**config.mk**
```make
export PLATFORM = sky130hd
export DESIGN_NAME = dhcp_option_parser_unit
export DESIGN_NICKNAME = d
export VERILOG_FILES = /design/src/hdl/dop_pkg.sv /design/src/hdl/dhcp_option_parser_unit.sv /design/src/hdl/dop_in_stage.sv /design/src/hdl/dop_core.sv /design/src/hdl/dop_out_stage.sv
export SDC_FILE = /design/constraint.sdc
export NUM_CORES = 1
export LEC_CHECK = 0
export ABC_AREA = 1
export BUFFER_PORTS_ARGS = -buffer_cell sky130_fd_sc_hd__buf_4
export CELL_PAD_IN_SITES_DETAIL_PLACEMENT = 0
export CELL_PAD_IN_SITES_GLOBAL_PLACEMENT = 1
export CORE_MARGIN = 2
export CORE_UTILIZATION = 44
export CTS_CLUSTER_SIZE = 10
export DETAILED_ROUTE_END_ITERATION = 16
export PLACE_DENSITY_LB_ADDON = 0.1
export SKIP_LAST_GASP = 1
export SYNTH_ARGS = -nofsm -noshare
export SYNTH_HDL_FRONTEND = slang
export SYNTH_HIERARCHICAL = 1
export SYNTH_SLANG_ARGS = --single-unit
```
**constraint.sdc**
```tcl
create_clock -name clk -period 11.41 [get_ports clk]
set_clock_uncertainty 0.1 [all_clocks]
set_input_delay 2.282 -clock clk [delete_from_list [all_inputs] [get_ports clk]]
set_output_delay 2.282 -clock clk [all_outputs]
set_load 0.05 [all_outputs]
```
**src/hdl/dop_pkg.sv**
```systemverilog
// -----------------------------------------------------------------------------
// dop_pkg
// Shared types and constants for the DHCP option parser.
// -----------------------------------------------------------------------------
package dop_pkg;

  localparam logic [7:0] TAG_PAD    = 8'd0;
  localparam logic [7:0] TAG_SUBNET = 8'd1;
  localparam logic [7:0] TAG_ROUTER = 8'd3;
  localparam logic [7:0] TAG_DNS    = 8'd6;
  localparam logic [7:0] TAG_LEASE  = 8'd51;
  localparam logic [7:0] TAG_TYPE   = 8'd53;
  localparam logic [7:0] TAG_SERVER = 8'd54;
  localparam logic [7:0] TAG_RENEW  = 8'd58;
  localparam logic [7:0] TAG_REBIND = 8'd59;
  localparam logic [7:0] TAG_END    = 8'd255;

  // Accepted input byte as held in the input register
  typedef struct packed {
    logic [7:0] data;
    logic       last;
  } in_item_t;

  // One packet summary
  typedef struct packed {
    logic        parse_ok;
    logic        type_seen;
    logic [7:0]  message_type;
    logic [31:0] subnet_mask;
    logic [31:0] router_address;
    logic [31:0] dns_primary;
    logic [31:0] dns_backup;
    logic [31:0] server_identifier;
    logic [31:0] lease_seconds;
    logic [31:0] renew_seconds;
    logic [31:0] rebind_seconds;
  } summary_t;

endpackage

```
**src/hdl/dhcp_option_parser_unit.sv**
```systemverilog
// -----------------------------------------------------------------------------
// dhcp_option_parser_unit
// DHCP options-area parser: cookie check, TLV walk, one summary per packet.
// -----------------------------------------------------------------------------
//  channel | handshake            | payload
//  --------+----------------------+-------------------------------------------
//  in      | in_valid / in_ready  | data_byte, last_byte
//  out     | out_valid / out_ready| parse_ok, type_seen, message_type, fields
//
//  One byte per cycle unless a last byte waits on a full result register; the
//  parse is combinational logic between input and state/result registers.
//  The summary loads when the core takes the last byte from the input register.
//  Reset (rst, synchronous) returns the core to the cookie phase with all core fields zero.
//  A last byte waits in the input register while the result register is full
//  and not taken; other bytes keep flowing regardless of the output side.
// -----------------------------------------------------------------------------
module dhcp_option_parser_unit
  import dop_pkg::*;
(
  input  logic        clk,
  input  logic        rst,
  input  logic        in_valid,
  output logic        in_ready,
  input  logic [7:0]  data_byte,
  input  logic        last_byte,
  output logic        out_valid,
  input  logic        out_ready,
  output logic        parse_ok,
  output logic        type_seen,
  output logic [7:0]  message_type,
  output logic [31:0] subnet_mask,
  output logic [31:0] router_address,
  output logic [31:0] dns_primary,
  output logic [31:0] dns_backup,
  output logic [31:0] server_identifier,
  output logic [31:0] lease_seconds,
  output logic [31:0] renew_seconds,
  output logic [31:0] rebind_seconds
);

  logic     item_valid;
  in_item_t item;
  logic     take;
  logic     emit;
  logic     out_free;
  summary_t summary;
  summary_t summary_q;

  dop_in_stage u_in (
    .clk        (clk),
    .rst        (rst),
    .in_valid   (in_valid),
    .in_ready   (in_ready),
    .data_byte  (data_byte),
    .last_byte  (last_byte),
    .take       (take),
    .item_valid (item_valid),
    .item       (item)
  );

  dop_core u_core (
    .clk        (clk),
    .rst        (rst),
    .item_valid (item_valid),
    .item       (item),
    .out_free   (out_free),
    .take       (take),
    .emit       (emit),
    .summary    (summary)
  );

  dop_out_stage u_out (
    .clk        (clk),
    .rst        (rst),
    .load       (emit),
    .summary_in (summary),
    .out_free   (out_free),
    .out_valid  (out_valid),
    .out_ready  (out_ready),
    .summary_q  (summary_q)
  );

  assign parse_ok          = summary_q.parse_ok;
  assign type_seen         = summary_q.type_seen;
  assign message_type      = summary_q.message_type;
  assign subnet_mask       = summary_q.subnet_mask;
  assign router_address    = summary_q.router_address;
  assign dns_primary       = summary_q.dns_primary;
  assign dns_backup        = summary_q.dns_backup;
  assign server_identifier = summary_q.server_identifier;
  assign lease_seconds     = summary_q.lease_seconds;
  assign renew_seconds     = summary_q.renew_seconds;
  assign rebind_seconds    = summary_q.rebind_seconds;

  // never overwrite a summary that is still waiting
  a_no_overwrite: assert property (@(posedge clk) disable iff (rst)
    emit |-> (!out_valid || out_ready))
    else $error("summary loaded over a pending transaction");

  // input stalls only behind a last byte blocked by a full result register
  a_stall_cause: assert property (@(posedge clk) disable iff (rst)
    !in_ready |-> (item_valid && item.last && out_valid && !out_ready))
    else $error("input stalled without a blocked last byte");

  // a taken result with no new load leaves the result register empty
  a_drain: assert property (@(posedge clk) disable iff (rst)
    (out_valid && out_ready && !emit) |=> !out_valid)
    else $error("result still valid after transaction");

endmodule

```
**src/hdl/dop_in_stage.sv**
```systemverilog
// -----------------------------------------------------------------------------
// dop_in_stage
// Input register: holds one option byte until the parse core takes it.
// -----------------------------------------------------------------------------
module dop_in_stage
  import dop_pkg::*;
(
  input  logic       clk,
  input  logic       rst,
  input  logic       in_valid,
  output logic       in_ready,
  input  logic [7:0] data_byte,
  input  logic       last_byte,
  input  logic       take,
  output logic       item_valid,
  output in_item_t   item
);

  assign in_ready = !item_valid || take;

  always_ff @(posedge clk) begin
    if (rst) begin
      item_valid <= 1'b0;
    end else if (in_ready) begin
      item_valid <= in_valid;
    end
    if (in_valid && in_ready) begin
      item.data <= data_byte;
      item.last <= last_byte;
    end
  end

endmodule

```
**src/hdl/dop_core.sv**
```systemverilog
// -----------------------------------------------------------------------------
// dop_core
// Option walk: cookie check, tag-length-value tracking and field capture.
// -----------------------------------------------------------------------------
module dop_core
  import dop_pkg::*;
(
  input  logic     clk,
  input  logic     rst,
  input  logic     item_valid,
  input  in_item_t item,
  input  logic     out_free,
  output logic     take,
  output logic     emit,
  output summary_t summary
);

  typedef enum logic [2:0] {
    PH_COOKIE, PH_TAG, PH_LEN, PH_VALUE, PH_DONE, PH_BAD
  } phase_t;

  localparam logic [2:0] SLOT_SUBNET = 3'd0;
  localparam logic [2:0] SLOT_ROUTER = 3'd1;
  localparam logic [2:0] SLOT_DNS1   = 3'd2;
  localparam logic [2:0] SLOT_DNS2   = 3'd3;
  localparam logic [2:0] SLOT_SERVER = 3'd4;
  localparam logic [2:0] SLOT_LEASE  = 3'd5;
  localparam logic [2:0] SLOT_RENEW  = 3'd6;
  localparam logic [2:0] SLOT_REBIND = 3'd7;
  localparam logic [3:0] POS_SAT     = 4'd8;

  function automatic logic [7:0] cookie_byte(input logic [1:0] idx);
    case (idx)
      2'd0:    cookie_byte = 8'd99;
      2'd1:    cookie_byte = 8'd130;
      2'd2:    cookie_byte = 8'd83;
      default: cookie_byte = 8'd99;
    endcase
  endfunction

  phase_t      phase, phase_next;
  logic [3:0]  pos, pos_next;       // cookie index or value index, saturates at 8
  logic [7:0]  tag, tag_next;
  logic [7:0]  remaining, remaining_next;
  logic [31:0] fields [8];
  logic [31:0] fields_next [8];
  logic [7:0]  type_value, type_value_next;
  logic        type_found, type_found_next;
  logic        cookie_ok, cookie_ok_next;
  logic        end_found, end_found_next;

  logic        slot_hit;
  logic [2:0]  slot;
  logic [1:0]  lane;
  logic [7:0]  b;

  assign b    = item.data;
  assign take = item_valid && (!item.last || out_free);
  assign emit = take && item.last;
  assign lane = 2'd3 - pos[1:0];

  always_comb begin
    slot_hit = 1'b1;
    case (tag)
      TAG_SUBNET: slot = SLOT_SUBNET;
      TAG_ROUTER: slot = SLOT_ROUTER;
      TAG_DNS:    slot = SLOT_DNS1;
      TAG_SERVER: slot = SLOT_SERVER;
      TAG_LEASE:  slot = SLOT_LEASE;
      TAG_RENEW:  slot = SLOT_RENEW;
      TAG_REBIND: slot = SLOT_REBIND;
      default: begin
        slot     = SLOT_SUBNET;
        slot_hit = 1'b0;
      end
    endcase
  end

  always_comb begin
    phase_next      = phase;
    pos_next        = pos;
    tag_next        = tag;
    remaining_next  = remaining;
    fields_next     = fields;
    type_value_next = type_value;
    type_found_next = type_found;
    cookie_ok_next  = cookie_ok;
    end_found_next  = end_found;
    case (phase)
      PH_COOKIE: begin
        if (b != cookie_byte(pos[1:0])) begin
          cookie_ok_next = 1'b0;
          phase_next     = PH_BAD;
        end else if (pos[1:0] == 2'd3) begin
          pos_next   = '0;
          phase_next = PH_TAG;
        end else begin
          pos_next = pos + 4'd1;
        end
      end
      PH_TAG: begin
        if (b == TAG_END) begin
          end_found_next = 1'b1;
          phase_next     = PH_DONE;
        end else if (b != TAG_PAD) begin
          tag_next   = b;
          phase_next = PH_LEN;
        end
      end
      PH_LEN: begin
        if (slot_hit) fields_next[slot] = '0;
        if (tag == TAG_DNS && b > 8'd4) fields_next[SLOT_DNS2] = '0;
        if (tag == TAG_TYPE) begin
          type_found_next = 1'b1;
          type_value_next = '0;
        end
        remaining_next = b;
        pos_next       = '0;
        phase_next     = (b == 8'd0) ? PH_TAG : PH_VALUE;
      end
      PH_VALUE: begin
        // byte i at bits 31-8(i%4); bytes past the fourth drop but DNS i<8 (backup)
        if (slot_hit && pos < 4'd4)
          fields_next[slot][{lane, 3'b000} +: 8] = fields[slot][{lane, 3'b000} +: 8] | b;
        if (tag == TAG_DNS && pos >= 4'd4 && pos < POS_SAT)
          fields_next[SLOT_DNS2][{lane, 3'b000} +: 8] =
            fields[SLOT_DNS2][{lane, 3'b000} +: 8] | b;
        if (tag == TAG_TYPE && pos == 4'd0) type_value_next = b;
        if (pos < POS_SAT) pos_next = pos + 4'd1;
        remaining_next = remaining - 8'd1;
        if (remaining == 8'd1) phase_next = PH_TAG;
      end
      default: ;
    endcase
  end

  always_comb begin
    summary.parse_ok          = cookie_ok_next && end_found_next;
    summary.type_seen         = type_found_next;
    summary.message_type      = type_value_next;
    summary.subnet_mask       = fields_next[SLOT_SUBNET];
    summary.router_address    = fields_next[SLOT_ROUTER];
    summary.dns_primary       = fields_next[SLOT_DNS1];
    summary.dns_backup        = fields_next[SLOT_DNS2];
    summary.server_identifier = fields_next[SLOT_SERVER];
    summary.lease_seconds     = fields_next[SLOT_LEASE];
    summary.renew_seconds     = fields_next[SLOT_RENEW];
    summary.rebind_seconds    = fields_next[SLOT_REBIND];
  end

  always_ff @(posedge clk) begin
    if (rst || emit) begin
      // start the next packet from a clean state
      phase      <= PH_COOKIE;
      pos        <= '0;
      tag        <= '0;
      remaining  <= '0;
      fields     <= '{default: '0};
      type_value <= '0;
      type_found <= 1'b0;
      cookie_ok  <= 1'b1;
      end_found  <= 1'b0;
    end else if (take) begin
      phase      <= phase_next;
      pos        <= pos_next;
      tag        <= tag_next;
      remaining  <= remaining_next;
      fields     <= fields_next;
      type_value <= type_value_next;
      type_found <= type_found_next;
      cookie_ok  <= cookie_ok_next;
      end_found  <= end_found_next;
    end
  end

endmodule

```
**src/hdl/dop_out_stage.sv**
```systemverilog
// -----------------------------------------------------------------------------
// dop_out_stage
// Result register: holds one packet summary until the consumer takes it.
// -----------------------------------------------------------------------------
module dop_out_stage
  import dop_pkg::*;
(
  input  logic     clk,
  input  logic     rst,
  input  logic     load,
  input  summary_t summary_in,
  output logic     out_free,
  output logic     out_valid,
  input  logic     out_ready,
  output summary_t summary_q
);

  assign out_free = !out_valid || out_ready;

  always_ff @(posedge clk) begin
    if (rst) begin
      out_valid <= 1'b0;
    end else if (load) begin
      out_valid <= 1'b1;
    end else if (out_ready) begin
      out_valid <= 1'b0;
    end
    if (load) begin
      summary_q <= summary_in;
    end
  end

endmodule

```
* Word-level counts from Yosys, hierarchy flattened
Index checks and enable logic that the tools add are counted.
** Operators by class
- Add/sub/neg operators :: 4
- Order comparisons :: 6
- Equal/unequal tests :: 22
- Shift operators :: 5
- Multiplexer cells :: 42
- Bitwise logic cells :: 6
- Reductions and logical operators :: 30
** Operators by type and width (count)
- 256-bit two-way mux :: 3
- 256-bit case mux with 2 select lines :: 1
- 256-bit AND :: 1
- 256-bit bitwise mux :: 1
- 256-bit NOT :: 1
- 32-bit demux with 3-bit select :: 2
- 32-bit two-way mux :: 6
- 32-bit binary-select mux with 3-bit select :: 1
- 32-bit by 6-bit indexed part select with 8-bit output :: 2
- 8-bit by 7-bit indexed part select with 32-bit output :: 2
- 8-bit case mux with 2 select lines :: 3
- 8-bit by 6-bit == test with 1-bit output (second input constant) :: 5
- 32-bit bitwise mux :: 1
- 8-bit by 7-bit variable shift with 32-bit output (first input constant) :: 1
- 8-bit two-way mux :: 3
- 3-bit case mux with 6 select lines :: 1
- 8-bit by 1-bit == test with 1-bit output (second input constant) :: 2
- 8-bit bitwise OR :: 2
- 3-bit two-way mux :: 5
- 4-bit two-way mux :: 3
- 3-bit case mux with 4 select lines :: 1
- 4-bit case mux with 3 select lines :: 1
- 1-bit logical AND :: 10
- 1-bit two-way mux :: 9
- other kinds (37) :: 48
** Storage, ports and cells
- Register bits after elaboration :: 567
- Input port bits :: 13
- Output and inout bits :: 268
- Logic and storage cells :: 146

* Depth between registers and ports, before layout
Gate-level depths: netlist (run 1).
- Depth after elaboration :: 15
- Depth in mapped cells :: 22
- Mapped depth without buffers :: 21

* Modules after synthesis
Netlist (run 1), hierarchy kept.
** By module, submodules not included
- dop_core :: times used 1, cells an instance 3646, area an instance 21343.0 um2, seq. area each 5805.6 um2
- dop_out_stage :: times used 1, cells an instance 271, area an instance 8030.2 um2, seq. area each 8007.7 um2
- dop_in_stage :: times used 1, cells an instance 15, area an instance 317.8 um2, seq. area each 290.3 um2

* Worst setup path before layout (run 1)
OpenSTA, ideal clock, no wires.
- Path type :: input to register
- Start point :: input port out_ready
- End point :: register u_out.out_valid
- Library setup time :: 0.081 ns
- Arrival :: 8.518 ns
- Required time :: 11.229 ns
- Slack :: 2.710 ns
- Stages on the path :: 8
- Path buffers :: 0
- Cell sequence :: inv_1 nand2_2 o21ai_1 clkinv_1 nand2_1 inv_1 inv_1 a21oi_2
** On the way
- Longest elaborated chain between the ends :: 5
- Elaborated cells between the ends (all ways) :: 6
- Classes of those cells :: mux (1); reduce/logical (5)
** RTL lines
- start: declaration :: RTL line dhcp_option_parser_unit.sv:27 : input logic out_ready,
- 1-bit logical OR (*) :: RTL line dop_out_stage.sv:18 : assign out_free = !out_valid || out_ready;
- named net out_free :: RTL line dhcp_option_parser_unit.sv:45 : logic out_free;
- 1-bit logical OR (*) :: RTL line dop_core.sv:58 : assign take = item_valid && (!item.last || out_free);
- 1-bit logical AND (*) :: RTL line dop_core.sv:58
- 1-bit logical AND (*) :: RTL line dop_core.sv:59 : assign emit = take && item.last;
- named net emit :: RTL line dhcp_option_parser_unit.sv:44 : logic emit;
- 1-bit two-way mux or 2-bit nonzero test (tied branches)
- end signal: assignment :: RTL line dop_out_stage.sv:22 : out_valid <= 1'b0;
- end signal: assignment :: RTL line dop_out_stage.sv:24 : out_valid <= 1'b1;
- end signal: assignment :: RTL line dop_out_stage.sv:26 : out_valid <= 1'b0;
- end: declaration :: RTL line dop_out_stage.sv:13 : output logic out_valid,
Mark *: on every way through the listed nets, which the timed path passes. The rest lies on a longest branch.
A chain may end at the register's enable or synchronous reset.

* Worst setup path after layout (run 1)
- Start point :: input port out_ready
- End point :: output port in_ready
** On the way
- Longest elaborated chain between the ends :: 4
** RTL lines
- 1-bit logical OR :: RTL line dop_out_stage.sv:18
- named net out_free :: RTL line dhcp_option_parser_unit.sv:45
- 1-bit logical OR :: RTL line dop_core.sv:58
- 1-bit logical AND :: RTL line dop_core.sv:58
- named net take :: RTL line dhcp_option_parser_unit.sv:43 : logic take;
- 1-bit logical OR :: RTL line dop_in_stage.sv:19 : assign in_ready = !item_valid || take;
- end: declaration :: RTL line dhcp_option_parser_unit.sv:23 : output logic in_ready,
The timed path passes the listed nets, and every way through them passes these cells.

==> results.toml, run 1 <==
[status]
run_status = "finished clean"

[cells_and_area]
antenna_cells_inserted = 0
area.growth.synth_to_final_pct = 16.1
final_net_count = 4124
final_layout_size_suffix_gt1_share_pct = 12.7
final_util_pct = 51.4
finalNonFillerCells = 5031

[floorplanning]
boundaryPins = 281
fp.dieW_um = 264
rows = 95
fp.dieArea_mm2 = 0.0696
initial_utilization_pct = 44.3
die_height_um = 264
area_of_the_core_region_mm2 = 0.0670

[route]
drtAntennaViolNets = 0
drt-vias-per-instance = 5.49
drtIter0Drc = 3036
detailedRoute.firstPassIterationCount = 6
wl_per_cell_um = 22.0
drt_wl_total_um = 111000
routed-via-count = 27600
route.detailed.drc = 0

[sta]
slew_headroom_pct = 31.1
grt_setup_unrepaired = "false"
timing.final.setup_violations = 0
fmax_mhz = 160
max_slew.worst_pin.slew_ps = 1030
report.final.hold_viol_count = 0
finalCriticalPeriod_ps = 6240
final.setup.tns_ps = 0
period_share_pct = 54.7
slew_viols_final = 0
hold_ws_ps = 364

[synth]
yosysWarnings = 6
ys_seq_elements = 567
synth_area_per_cell_um2 = 7.55
synthesis.area_mm2 = 0.0297
syn-num-nets = 3956
ys_seq_area_share_pct = 47.5
netlist_instances = 3932
yosys.cell_types.count = 40

[cts]
cts_inserted_buffers = 70
clkSinkCount = 567
postCtsResizedCells = 0
post_cts_hold_buffer_count = 0
postCtsSetupBuffers = 0
clock_tree.root_cell = "sky130_fd_sc_hd__clkbuf_16"
maximum_buffer_depth_of_the_clock_tree = 3
clk-insertion-delay-late_ps = 630
tritoncts = "built"
h-tree-depth = 3
cts_clock_pin_slew_for_the_worst_setup_and_hold_paths_ps = 60

[worst_setup_path]
timing.critical_path.mode_cell = "sky130_fd_sc_hd__buf_4"
cp.arrival_ps = 3860
crit_slowest_cell = "sky130_fd_sc_hd__buf_4"
path_class = "in -> out"
worst_path_dominant_cell_family = "buffers and inverters"
setup.worst_path.end_class = "output port"
timing.critical_path.cells = "buf_4 -> inv_1 -> nand2_2 -> o21ai_4 -> buf_4 -> inv_2 -> inv_2 -> nand2_2 -> buf_4"
critical_path_buf_inv_count = 6
worst-path-max-fanout = 69
start_kind = "input port"
critPathRequiredTime_ps = 9030
cpPeakStageDelay_ps = 570

[placed_design]
gp_routability_congestion = 0.892
dpl.hpwl_um = 74100
numPlacedInstances = 4901
port_buffers = 280

[global_routing]
grt_pass1_vias = 24900
grt_remaining_overflow = 0
grt_first_pass_wirelength_um = 162000
global_route.usage.total_pct = 30.9
grt_max_degree = 193
antenna_found_initial = 1

[pwr]
irDropWorstVdd_mv = 0.114
power_leakage_uw = 0.0151
design_power_total_uw = 5280
power_density_mw_per_mm2 = 153

[min_path]
min-delay-path-class = "reg -> reg"

[run]
drv_cap = 0
Yosys cell counts:
library cell	instances	share of area [%]
sky130_fd_sc_hd__nand3_4	7	0.41
sky130_fd_sc_hd__buf_4	10	0.25
sky130_fd_sc_hd__nand3_2	9	0.30
sky130_fd_sc_hd__nand2_2	9	0.19
sky130_fd_sc_hd__inv_1	626	7.9
sky130_fd_sc_hd__edfxtp_1	275	28
sky130_fd_sc_hd__a21oi_2	2	0.059
sky130_fd_sc_hd__buf_2	38	0.64
sky130_fd_sc_hd__o41ai_1	3	0.089
sky130_fd_sc_hd__a211oi_1	13	0.33
sky130_fd_sc_hd__clkbuf_1	154	1.9
sky130_fd_sc_hd__nand4_2	4	0.17
sky130_fd_sc_hd__o21bai_1	35	0.88
sky130_fd_sc_hd__nor4_1	3	0.063
sky130_fd_sc_hd__o21ai_1	194	3.3
sky130_fd_sc_hd__o211ai_1	17	0.43
sky130_fd_sc_hd__nor2_2	32	0.67
sky130_fd_sc_hd__clkinv_1	5	0.063
sky130_fd_sc_hd__nor3_1	20	0.34
sky130_fd_sc_hd__a31oi_1	1	0.021
sky130_fd_sc_hd__inv_2	24	0.30
sky130_fd_sc_hd__o21ai_0	361	6.1
sky130_fd_sc_hd__xor2_1	1	0.030
sky130_fd_sc_hd__ha_1	11	0.46
sky130_fd_sc_hd__nand4_4	12	0.86
sky130_fd_sc_hd__nor3b_1	1	0.025
sky130_fd_sc_hd__dfxtp_1	292	20
sky130_fd_sc_hd__nor3_2	1	0.034
sky130_fd_sc_hd__buf_1	17	0.21
sky130_fd_sc_hd__nand3b_1	1	0.025
sky130_fd_sc_hd__nand2_1	696	8.8
sky130_fd_sc_hd__buf_6	6	0.23
sky130_fd_sc_hd__o22ai_1	89	1.9
sky130_fd_sc_hd__o21ai_2	1	0.030
sky130_fd_sc_hd__a21oi_1	548	9.2
sky130_fd_sc_hd__nor2_4	3	0.11
sky130_fd_sc_hd__nand3_1	181	3.1
sky130_fd_sc_hd__nand4_1	16	0.34
sky130_fd_sc_hd__xnor2_1	2	0.059
sky130_fd_sc_hd__nor2_1	212	2.7
per-stage QoR:
stage / setup slack, ps / instance area (µm²)
floorplan: 2710 / 29700
global placement: 5130 / 32300
detailed placement: 5150 / 32300
CTS: 5150 / 34500
global route: 5010 / 34500
finish: 5170 / 34500
per-layer routing:
layer / up-vias / global-route usage, % / wire length (µm)
met5: - / 0 / 11
met4: 2 / 14.1 / 5040
met3: 206 / 4.14 / 8000
met2: 1171 / 48.9 / 50900
met1: 12800 / 42.2 / 46700
li1: 13400 / - / -
worst paths after layout:
| path | from | end | slack (ps) | depth (start not counted) |
|---|---|---|---|---|
| hold / removal | u_core/cookie_ok$_SDFFE_PP1P_ | u_core/cookie_ok$_SDFFE_PP1P_ | 360 | 2 |
| setup / recovery | out_ready | in_ready | 5170 | 9 |
| setup reg to reg | u_core/tag[5]$_SDFFE_PP0P_ | u_out/summary_q[209]$_DFFE_PP_ | 6030 | 18 |
| hold reg to reg | u_core/cookie_ok$_SDFFE_PP1P_ | u_core/cookie_ok$_SDFFE_PP1P_ | 360 | 2 |
report_power, final:
group	total, µW	leakage, µW	switching, µW	internal [µW]
sequential	2330	0.00500	62.2	2270
clock	2130	0.00104	900	1230
combinational	821	0.00903	619	203
total	5280	0.0151	1580	3700
state kept, by name, indices dropped and copies added (netlist names):
name               flops
u_out/out_valid        1
u_in/item_valid        1
u_core/remaining       8
u_core/pos             4
u_core/tag             8
u_core/type_found      1
u_core/phase           3
u_core/cookie_ok       1
u_core/end_found       1
u_core/type_value      8
u_in/item              9
u_out/summary_q      266
u_core/fields        256
cells by family after synthesis:
| logic type | Yosys count | share of synthesized area, % |
|---|---|---|
| buffers and inverters | 880 | 11.6 |
| xor gates and xnor gates | 3 | 0.0885 |
| and+or+nand+nor | 1207 | 18.1 |
| DFF | 567 | 47.5 |
| adders and majority gates | 11 | 0.464 |
| AOI/OAI and AO/OA | 1264 | 22.3 |
worst min-delay path, stage by stage (launching register included):
cell                      delay, ps
sky130_fd_sc_hd__dfxtp_1        320
sky130_fd_sc_hd__a21oi_1         60
sky130_fd_sc_hd__nand2_1         60
area by class of cell:
cell class,instances,area (µm²)
inverter,655,2470
sequential,567,14100
clock buffer,117,2010
fill,6623,32600
tap,873,1090
timing repair buffer,321,2420
multi-input combinational,2485,12200
clock inverter,13,154
cells in the final DEF, fill, tap and decap left out, types with 9 or more instances in the layout:
cell type | synthesis | layout
sky130_fd_sc_hd__inv_1 | 626 | 623
sky130_fd_sc_hd__nand4_4 | 12 | 12
sky130_fd_sc_hd__nand4_1 | 16 | 16
sky130_fd_sc_hd__o22ai_1 | 89 | 89
sky130_fd_sc_hd__ha_1 | 11 | 11
sky130_fd_sc_hd__o21ai_1 | 194 | 193
sky130_fd_sc_hd__edfxtp_1 | 275 | 275
sky130_fd_sc_hd__o21ai_0 | 361 | 361
sky130_fd_sc_hd__nand2_1 | 696 | 695
sky130_fd_sc_hd__nand3_1 | 181 | 181
sky130_fd_sc_hd__a21oi_1 | 548 | 544
sky130_fd_sc_hd__dfxtp_1 | 292 | 292
sky130_fd_sc_hd__nor2_1 | 212 | 210
sky130_fd_sc_hd__nor3_1 | 20 | 19
sky130_fd_sc_hd__inv_2 | 24 | 27
sky130_fd_sc_hd__o21bai_1 | 35 | 35
sky130_fd_sc_hd__o211ai_1 | 17 | 17
sky130_fd_sc_hd__nand2_2 | 9 | 9
sky130_fd_sc_hd__a211oi_1 | 13 | 13
sky130_fd_sc_hd__nor2_2 | 32 | 33
sky130_fd_sc_hd__buf_4 | 10 | 320
sky130_fd_sc_hd__nand3_2 | 9 | 9
sky130_fd_sc_hd__clkbuf_1 | 154 | 40
sky130_fd_sc_hd__clkbuf_16 | 0 | 71
(Power assumes the default switching activity.)
==> inputs of run 2 (changes only) <==
--- a/config.mk
+++ b/config.mk
@@ -5,12 +5,12 @@
 export SDC_FILE = /design/constraint.sdc
 export NUM_CORES = 1
 export LEC_CHECK = 0
-export ABC_AREA = 1
+export ABC_AREA = 0
 export BUFFER_PORTS_ARGS = -buffer_cell sky130_fd_sc_hd__buf_4
 export CELL_PAD_IN_SITES_DETAIL_PLACEMENT = 0
 export CELL_PAD_IN_SITES_GLOBAL_PLACEMENT = 1
 export CORE_MARGIN = 2
-export CORE_UTILIZATION = 44
+export CORE_UTILIZATION = 46
 export CTS_CLUSTER_SIZE = 10
 export DETAILED_ROUTE_END_ITERATION = 16
 export PLACE_DENSITY_LB_ADDON = 0.1
==> constraint.sdc (replaced) <==
create_clock -name clk -period 6.45 [get_ports clk]
set_clock_uncertainty 0.1 [all_clocks]
set_input_delay 1.29 -clock clk [delete_from_list [all_inputs] [get_ports clk]]
set_output_delay 1.29 -clock clk [all_outputs]
set_load 0.05 [all_outputs]
==> run 2 against run 1 <==
  * Clock-buffer cell count fell by 2
  * Worst setup slack got worse by 3500 ps
  * Die area fell by 21%
  * Sequential power rose by 68%
  * Combinational power fell by 9.6%
  * Largest cell class unchanged
==> results.toml, run 2 <==
[pwr]
power_leakage_uw = 0.00978
power_density_mw_per_mm2 = 278
cellInternalPower_uw = 6060
design_power_total_uw = 8140
p_clk_share_pct = 42.9
seq_power_share_pct = 48.0
power_switching_share_pct = 25.6
irDropWorstVdd_mv = 0.219
combPwrFrac_pct = 9.1
p_switching_uw = 2080

[synth]
share_of_synthesized_cell_area_in_full_adder_half_adder_and_majority_cells_pct = 0.566
yosys.cell_types.count = 80
ys_seq_area_share_pct = 58.0
synth_commonest_cells = "sky130_fd_sc_hd__nand2_1 (427), sky130_fd_sc_hd__o21ai_0 (333), sky130_fd_sc_hd__dfxtp_1 (292), sky130_fd_sc_hd__edfxtp_1 (275), sky130_fd_sc_hd__o2bb2ai_1 (157)"
yosysWarnings = 6
synth_xor_xnor_area_share_pct = 0.144
synthMuxAreaShare_pct = 2.47
synth_compound_gate_area_share_pct = 22.4
async_flop_share_pct = 0
synthesis.area_mm2 = 0.0243
synth.most_common_cell = "sky130_fd_sc_hd__nand2_1"
synth_area_per_cell_um2 = 10.3
ys_seq_elements = 567
netlist_instances = 2355
syn-num-nets = 2379
synth_top_cell_area_share_pct = 34.0
dominant_combinational_cell_family_by_area_after_synthesis = "compound AO/OA/AOI/OAI gates"
synth_edf_count = 275
synth_flop_cell = "sky130_fd_sc_hd__dfxtp_1"
yosys-top-cells-area = "sky130_fd_sc_hd__edfxtp_1 (34%), sky130_fd_sc_hd__dfxtp_1 (24%), sky130_fd_sc_hd__o21ai_0 (6.9%), sky130_fd_sc_hd__nand2_1 (6.6%), sky130_fd_sc_hd__o2bb2ai_1 (5.7%)"
synth_simple_gate_area_share_pct = 13.5
post_synth_top_area_cell = "sky130_fd_sc_hd__edfxtp_1"

[cells_and_area]
antenna_cells_inserted = 0
reg.largest.list = "u_out/summary_q x266, u_core/fields x256, u_in/item x9"
area.growth.synth_to_final_pct = 20.5
final_layout_size_suffix_gt1_share_pct = 18.1
fillers = 4625
layout.cells.most_common_list = "sky130_fd_sc_hd__nand2_1 (427), sky130_fd_sc_hd__buf_4 (341), sky130_fd_sc_hd__o21ai_0 (332), sky130_fd_sc_hd__dfxtp_1 (291), sky130_fd_sc_hd__edfxtp_1 (275)"
final_net_count = 2641
max_flop_register = "u_out/summary_q"
layout.cells.most_common = "sky130_fd_sc_hd__nand2_1"
largest_register_ff_count = 266
final_util_pct = 55.8

[worst_setup_path]
worst-path-max-fanout = 26
path_class = "reg -> reg"
setup.worst_path.end_class = "flop"
cpPeakStageDelay_ps = 1240
timing.critical_path.cells = "nor2b_4 -> buf_4 -> nand3_1 -> a21boi_0 -> o21ai_1 -> nand2_1 -> o21ai_0"
crit_slowest_cell = "sky130_fd_sc_hd__a21boi_0"
critical_path_buf_inv_count = 1
critPathRequiredTime_ps = 6600
worst_path_dominant_cell_family = "compound AO/OA/AOI/OAI gates"
start_kind = "flop"
cp.arrival_ps = 4910

[global_routing]
grt_remaining_overflow = 0
antenna_found_initial = 1
grt_max_degree = 149
use_met1_pct = 43.2
global_route.usage.met2_pct = 53.1
grt_busiest_layer = "met2"
grt_first_pass_wirelength_um = 133000
grt_pass1_vias = 20300
grt.met3_usage_pct = 5.50
global_route.usage.total_pct = 33.2

[sta]
finalWorstSetupSlack_ps = 1690
finalCriticalPeriod_ps = 4760
hold_ws_ps = 352
slew_viols_final = 0
timing.final.setup_violations = 0
period_share_pct = 73.8
fmax_mhz = 210
grt_setup_unrepaired = "false"
max_slew.worst_pin.slew_ps = 1430
slew_headroom_pct = 3.59
final.setup.tns_ps = 0
report.final.hold_viol_count = 0

[placed_design]
gp_routability_congestion = 1.00
dpl.hpwl_um = 65800
port_buffers = 280
detailedPlace.worstSlack_ps = 1970

[route]
route.detailed.drc = 0
routed-via-count = 21300
drtAntennaViolNets = 0
drt-vias-per-instance = 6.35
detailedRoute.firstPassIterationCount = 6
wl_per_cell_um = 27.6
drt_wl_total_um = 92800
drtIter0Drc = 2310

[cts]
cts_clock_pin_slew_for_the_worst_setup_and_hold_paths_ps = 60
maximum_buffer_depth_of_the_clock_tree = 3
postCtsSetupBuffers = 0
postCtsResizedCells = 0
clock_tree.root_cell = "sky130_fd_sc_hd__clkbuf_16"
post_cts_hold_buffer_count = 0
clkSinkCount = 567
h-tree-depth = 3
clk-insertion-delay-late_ps = 610
tritoncts = "built"
cts_inserted_buffers = 68

[floorplanning]
fp.dieArea_mm2 = 0.0547
fp.dieW_um = 234
die_height_um = 234
boundaryPins = 281
rows = 84
initial_utilization_pct = 46.4
area_of_the_core_region_mm2 = 0.0524

[status]
run_status = "finished clean"

[run]
drv_cap = 0

[min_path]
min-delay-path-class = "reg -> reg"
## run 2: changes by cell type in the layout (fill, tap and decap cells not counted), sizes merged, moves of 129 or more
cell,change
a21oi,-503
inv,-628
o21ai,-215
nand2,-277
nor2,-129
nand3,-172
o2bb2ai,+157
## run 2: worst min-delay path, delay by kind of cell, from the launching register on
family / cells / cell delay [ps]
AOI/OAI and AO/OA: 1 / 50
and+or+nand+nor: 1 / 50
DFF: 1 / 300
## run 2: layout make-up
cell class / instances / area [µm²] / area share (%)
sequential: 567 / 14100 / 48.2
clock buffer: 115 / 1920 / 6.55
multi-input combinational: 1615 / 9650 / 33.0
inverter: 22 / 82.6 / 0.282
tap: 688 / 861 / 2.94
clock inverter: 7 / 67.6 / 0.231
timing repair buffer: 343 / 2600 / 8.88
## run 2: cell families (layout without fill, tap and decap cells)
group / after synthesis / in the layout
AO/OA/AOI/OAI: 806 / 806
AND/OR/NAND/NOR: 744 / 744
flip-flops: 567 / 567
buffers and inverters: 173 / 487
multiplexers: 50 / 50
adder cells (fa/ha/maj): 11 / 11
XOR/XNOR: 4 / 4
## run 2: per-layer routing
layer	vias to the layer above	share of wire [%]
li1	9413	-
met1	10400	39
met2	1212	47
met3	278	8.7
met4	2	5.6
met5	-	0.014
## run 2: worst paths after layout
check / slack, ps / to / from / cells after the start
max: 1690 / u_out/summary_q[182]$_DFFE_PP_ / u_core/tag[0]$_SDFFE_PP0P_ / 7
min: 350 / u_core/type_value[1]$_SDFFE_PP0P_ / u_core/type_value[1]$_SDFFE_PP0P_ / 2
max reg2reg: 1690 / u_out/summary_q[182]$_DFFE_PP_ / u_core/tag[0]$_SDFFE_PP0P_ / 7
min reg2reg: 350 / u_core/type_value[1]$_SDFFE_PP0P_ / u_core/type_value[1]$_SDFFE_PP0P_ / 2
## run 2: power groups by stage
stage	clock network, µW	registers (µW)	logic, µW
6_report	3490	3910	742
5_1_grt	3680	3910	770
4_1_cts	3530	3910	732
3_5_place_dp	0	3980	730
3_3_place_gp	0	3980	727
2_1_floorplan	0	4170	274
## run 2: per-stage QoR
| step | std cells | area, µm² |
|---|---|---|
| 6_report | 3357 | 29300 |
| 4_1_cts | 3357 | 29300 |
| 3_3_place_gp | 3235 | 27300 |
| 2_1_floorplan | 2355 | 24300 |
| 5_1_grt | 3357 | 29300 |
| 3_5_place_dp | 3235 | 27300 |
